$ cat config.mk
export PLATFORM = sky130hd
export DESIGN_NAME = gcm_ram
export DESIGN_NICKNAME = d
export VERILOG_FILES = /design/src/hw/rtl/gcm_ram.sv
export SDC_FILE = /design/constraint.sdc
export NUM_CORES = 1
export LEC_CHECK = 0
export BUFFER_PORTS_ARGS = -buffer_cell sky130_fd_sc_hd__buf_2
export CORE_MARGIN = 2
export CORE_UTILIZATION = 56
export DETAILED_ROUTE_END_ITERATION = 8
export PLACE_DENSITY_LB_ADDON = 0.15
export SLEW_MARGIN = 15
export SYNTH_ARGS = -nofsm -noshare
export SYNTH_HDL_FRONTEND = slang
export SYNTH_SLANG_ARGS = --single-unit
$ cat constraint.sdc
create_clock -name clk -period 2.5 [get_ports clk]
set_clock_uncertainty 0.2 [all_clocks]
set_input_delay 0.5 -clock clk [delete_from_list [all_inputs] [get_ports clk]]
set_output_delay 0.5 -clock clk [all_outputs]
set_load 0.005 [all_outputs]
$ cat src/hw/rtl/gcm_ram.sv
`timescale 1ns / 1ps

module gcm_ram #(
    parameter int WIDTH = 16,
    parameter int DEPTH = 64,
    parameter int AW    = $clog2(DEPTH)
) (
    input  logic             clk,
    input  logic             we,
    input  logic [AW-1:0]    waddr,
    input  logic [WIDTH-1:0] wdata,
    input  logic [AW-1:0]    raddr,
    output logic [WIDTH-1:0] rdata
);

    logic [WIDTH-1:0] mem [DEPTH];

    always_ff @(posedge clk) begin
        if (we) begin
            mem[waddr] <= wdata;
        end
        rdata <= mem[raddr];
    end

endmodule

# Yosys cells after proc, flatten, opt, wreduce, memory -nomap -nowiden
# Memories as Yosys holds them, arrays and structs flattened. A register that Yosys moved wholly into a read port is not among the register bits.
# Index checks and enable logic that the tools add are counted.
[op_classes]
n_mux = 2
[op_table]
columns = ["op", "count"]
rows = [
  ["two-way mux 1 bit", 2],
]
[totals]
register_bits = 0
mem_bits_rw = 1024
inputBits = 30
out_inout_bits = 16
word_cells = 3
mem_count = 1
[memory_table]
columns = ["memory", "words", "width", "read_ports", "rd_ports_with_merged_regs", "wr", "line", "text"]
rows = [
  ["mem", 64, 16, 1, 1, 1, "16", "logic [WIDTH-1:0] mem [DEPTH];"],
]

# Depth between registers and ports, before layout
[depth]
depth_word = 2
depth_mapped = 10
ltp_nobuf = 5

# Worst setup path before layout
# OpenSTA, ideal clock, no wires.
[synth_path]
kind = "input-to-reg"
startpoint = "input waddr[3]"
endpoint = "memory mem[48][0] (enable)"
setup_time_ns = 0.409
arrival_time_ns = 2.126
t_required_ns = 1.891
slack_ns = -0.235
stages = 4
path_buffers = 1
path_cell_list = "clkbuf_1 -> nor2b_1 -> nand4b_1 -> nor3_1"
[synth_rtl]
columns = ["element", "line", "text"]
rows = [
  ["start: declaration", "10", "input logic [AW-1:0] waddr,"],
  ["end: declaration", "16", ""],
]
# Straight into the memory's write port.

==> impl_metrics.csv <==
group,metric,value,unit
critical_path,crit_path_end_kind,"flop",
floorplanning,fp.dieW,271,um
placed_design,gp_congestion,0.930,
timing,worst_pin_slew,1120,ps
global_route,grt_busiest_layer,"met2",
global_route,grt_use_met1,37.0,%
drt,vias_per_cell,6.27,
critical_path,cp_slowest_cell,"mux4_2",
global_route,grt_max_degree,65,
drt,ant_nets,0,
drt,vias,19700,
synthesis,synth_flop_cell,"edfxtp_1",
critical_path,max_stage_delay,550,ps
power,power_density,774,nW/um^2
drt,wirelength,94300,um
critical_path,critPathKind,"in2reg",
drt,drt_iter0_drc,2077,
cts,cts_max_level,3,
timing,worst_slack,30.5,ps
global_route,antenna_found_initial,7,
placed_design,portBuffers,45,
critical_path,path_max_fanout,28,
power,p_leak,15.2,nW
placed_design,hpwl,59500,um
timing,finalHoldViolations,0,
timing,timing.max_slew.rel_slack,25.2,%
synthesis,synth-seq-cells,1040,
floorplanning,io_pins,46,
timing,slew_violations,0,
critical_path,crit_top_cell,"buf_4",
drt,drc,0,
synthesis,ys_warn_count,0,
global_route,grt.total_usage,26.1,%
synthesis,avgSynthCellArea,21.9,um^2
timing,period_share,98.8,%
synthesis,synth.cell_area,40000,um^2
synthesis,syn_inst,1829,
cts,cts_buffers,102,
timing,min_period,2470,ps
hold_path,hp-class,"in2reg",
timing,rsz0062_at_grt,"no",
global_route,overflow,0,
final_layout,area_growth,16.7,%
global_route,grt_pass1_wl,137000,um
floorplanning,die_area,73700,um^2
cts,clockBufferDepth,3,
final_layout,drive_above_1_share,31.5,%
synthesis,synth-seq-area-share,77.6,%
critical_path,critPathLaunchType,"input port",
final_layout,nets,2149,
drt,routedWlPerCell,30.0,um
cts,insertion_delay,640,ps
floorplanning,fp.coreArea,71100,um^2
critical_path,cp.arrival,2770,ps
timing,finalSetupViolations,0,
power,pwr-share-clk,40.8,%
global_route,grt_pass1_vias,20000,
cts,cts.clk_slew.worst_paths,60,ps
global_route,gr-usage-met3,4.41,%
cts,cts_tree,"built",
final_layout,final_area,46700,um^2
global_route,met2_usage,41.2,%
power,p_switching,7.42,mW
timing,fmax,405,MHz
floorplanning,start_util,56.3,%
critical_path,crit_chain,"buf_8, buf_12, mux4_2, mux2i_1, buf_4, nand3_1, a31oi_1, buf_4, a311oi_1",
cts,cts_root_buf,"clkbuf_16",
synthesis,synthArstFlopShare,0,%
final_layout,num_antenna_cells,0,
cts,clock_sinks,1040,
placed_design,place_ws,-770,ps
power,p_seq_share,53.6,%
cts,cts_setup_buffers,0,
synthesis,synth_edf_count,1024,
power,intPower,28.7,mW
critical_path,worst_ep_required_time,2800,ps
synthesis,synth_nets,1859,
floorplanning,die_h,271,um
floorplanning,row_count,98,
synthesis,synth_cell_types,43,
run,max-cap-violations,0,
outcome,status,"finished, final reports clean",
drt,firstDrtPassIters,7,
placed_design,placedInstanceArea,43500,um^2
power,ir_worst_vdd,0.000640,V
power,sw_frac_of_total,20.5,%
power,power_frac_comb,5.6,%
==> cell usage after synthesis (4+ instances only) <==
library cell     n  area share [%]
a211oi_1         8            0.15
a21oi_1         17            0.21
a22oi_1         39            0.73
mux4_2         220              12
buf_2           36            0.45
mux2i_1         85             2.1
buf_12           5            0.25
clkbuf_1        24            0.22
nand4_1         12            0.19
mux4_1           4            0.26
a311oi_1         8            0.17
o21ai_0          5           0.062
a211o_1          8            0.17
dfxtp_1         16            0.80
a221oi_1        16            0.35
a41oi_1          5            0.11
nor2_1          72            0.67
buf_6           17            0.48
edfxtp_1      1024              77
a22o_1           6            0.13
nand3_1         24            0.30
nand2_1         59            0.55
nor2b_1         30            0.47
and4_1           5            0.11
a31oi_1          8            0.12
buf_4           13            0.24
mux2_2          27            0.76
a221o_1          6            0.15
==> power groups by stage <==
stage | sequential [mW] | clock [mW] | combinational (mW)
4_1_cts | 19.4 | 15.0 | 2.04
5_1_grt | 19.4 | 15.6 | 2.14
6_report | 19.4 | 14.8 | 2.03
2_1_floorplan | 19.7 | 0 | 1.00
3_5_place_dp | 19.7 | 0 | 2.03
3_3_place_gp | 19.7 | 0 | 2.00
==> routing by layer <==
layer | part of all wire [%] | routed length, um
met5 | 0.040 | 38
met4 | 3.9 | 3720
met3 | 8.0 | 7540
met2 | 48 | 45500
met1 | 40 | 37500
==> area by class of cell <==
class                   instances  area [um^2]
clock buffers                 129         2770
clock inverters                51          444
repair buffers                290         2960
fillers                      4673        24400
flip-flops and latches       1040        31100
multi-input cells             685         8280
well taps                     950         1190
==> worst max-delay path: cells and delay by family <==
kind            cells  cell delay (ps)
compound gates      2              450
buf+inv             4              860
mux                 2              710
simple gates        1              200
==> per-stage QoR <==
stage | TNS (ps) | hold slack [ps] | utilization [%] | cells | power (mW)
CTS | 0 | 152 | 65.7 | 3145 | 36.4
finish | 0 | 185 | 65.7 | 3145 | 36.2
global placement | -6320 | 555 | 61.1 | 2964 | 21.7
global route | 0 | 181 | 65.7 | 3145 | 37.2
detailed placement | -6380 | 573 | 61.1 | 2964 | 21.8
floorplan | -20020 | 399 | - | 1829 | 20.7
==> flip-flops by register name, indices dropped and copies added, names as in the netlist <==
register and count:
mem 1024, rdata 16
==> worst paths after layout <==
path | slack, ps | start | cells after the start | end
setup / recovery | 30 | raddr[0] | 9 | rdata[11]$_DFF_P_
hold / removal | 180 | wdata[15] | 2 | mem[47][15]$_DFFE_PP_
setup reg to reg | 80 | mem[7][15]$_DFFE_PP_ | 6 | rdata[15]$_DFF_P_
hold reg to reg | 710 | mem[36][1]$_DFFE_PP_ | 3 | rdata[1]$_DFF_P_
==> cell families (layout without fill, tap and decap cells) <==
family	after synthesis	in the layout	synth area share, %
compound gates	129	129	2.41
buf+inv	104	470	1.83
flops	1040	1040	77.6
mux	336	336	15.5
simple gates	220	220	2.65
==> repair_timing <==
item	CTS	global route
pin swaps	0	0
endpoints found under the hold margin	3	0
endpoints found under the setup margin	2	1
hold buffers	1	0
gates resized for setup	2	1
==> placed cells by master (no fill, tap or decap), drive strengths merged, types with 27 or more instances in the layout <==
master,count
edfxtp,1024
buf,289
mux4,224
clkbuf,129
mux2i,85
nor2,74
nand2,60
a22oi,39
clkinv,38
nor2b,30
mux2,27
No activity file was read; power rests on OpenSTA's default activity.
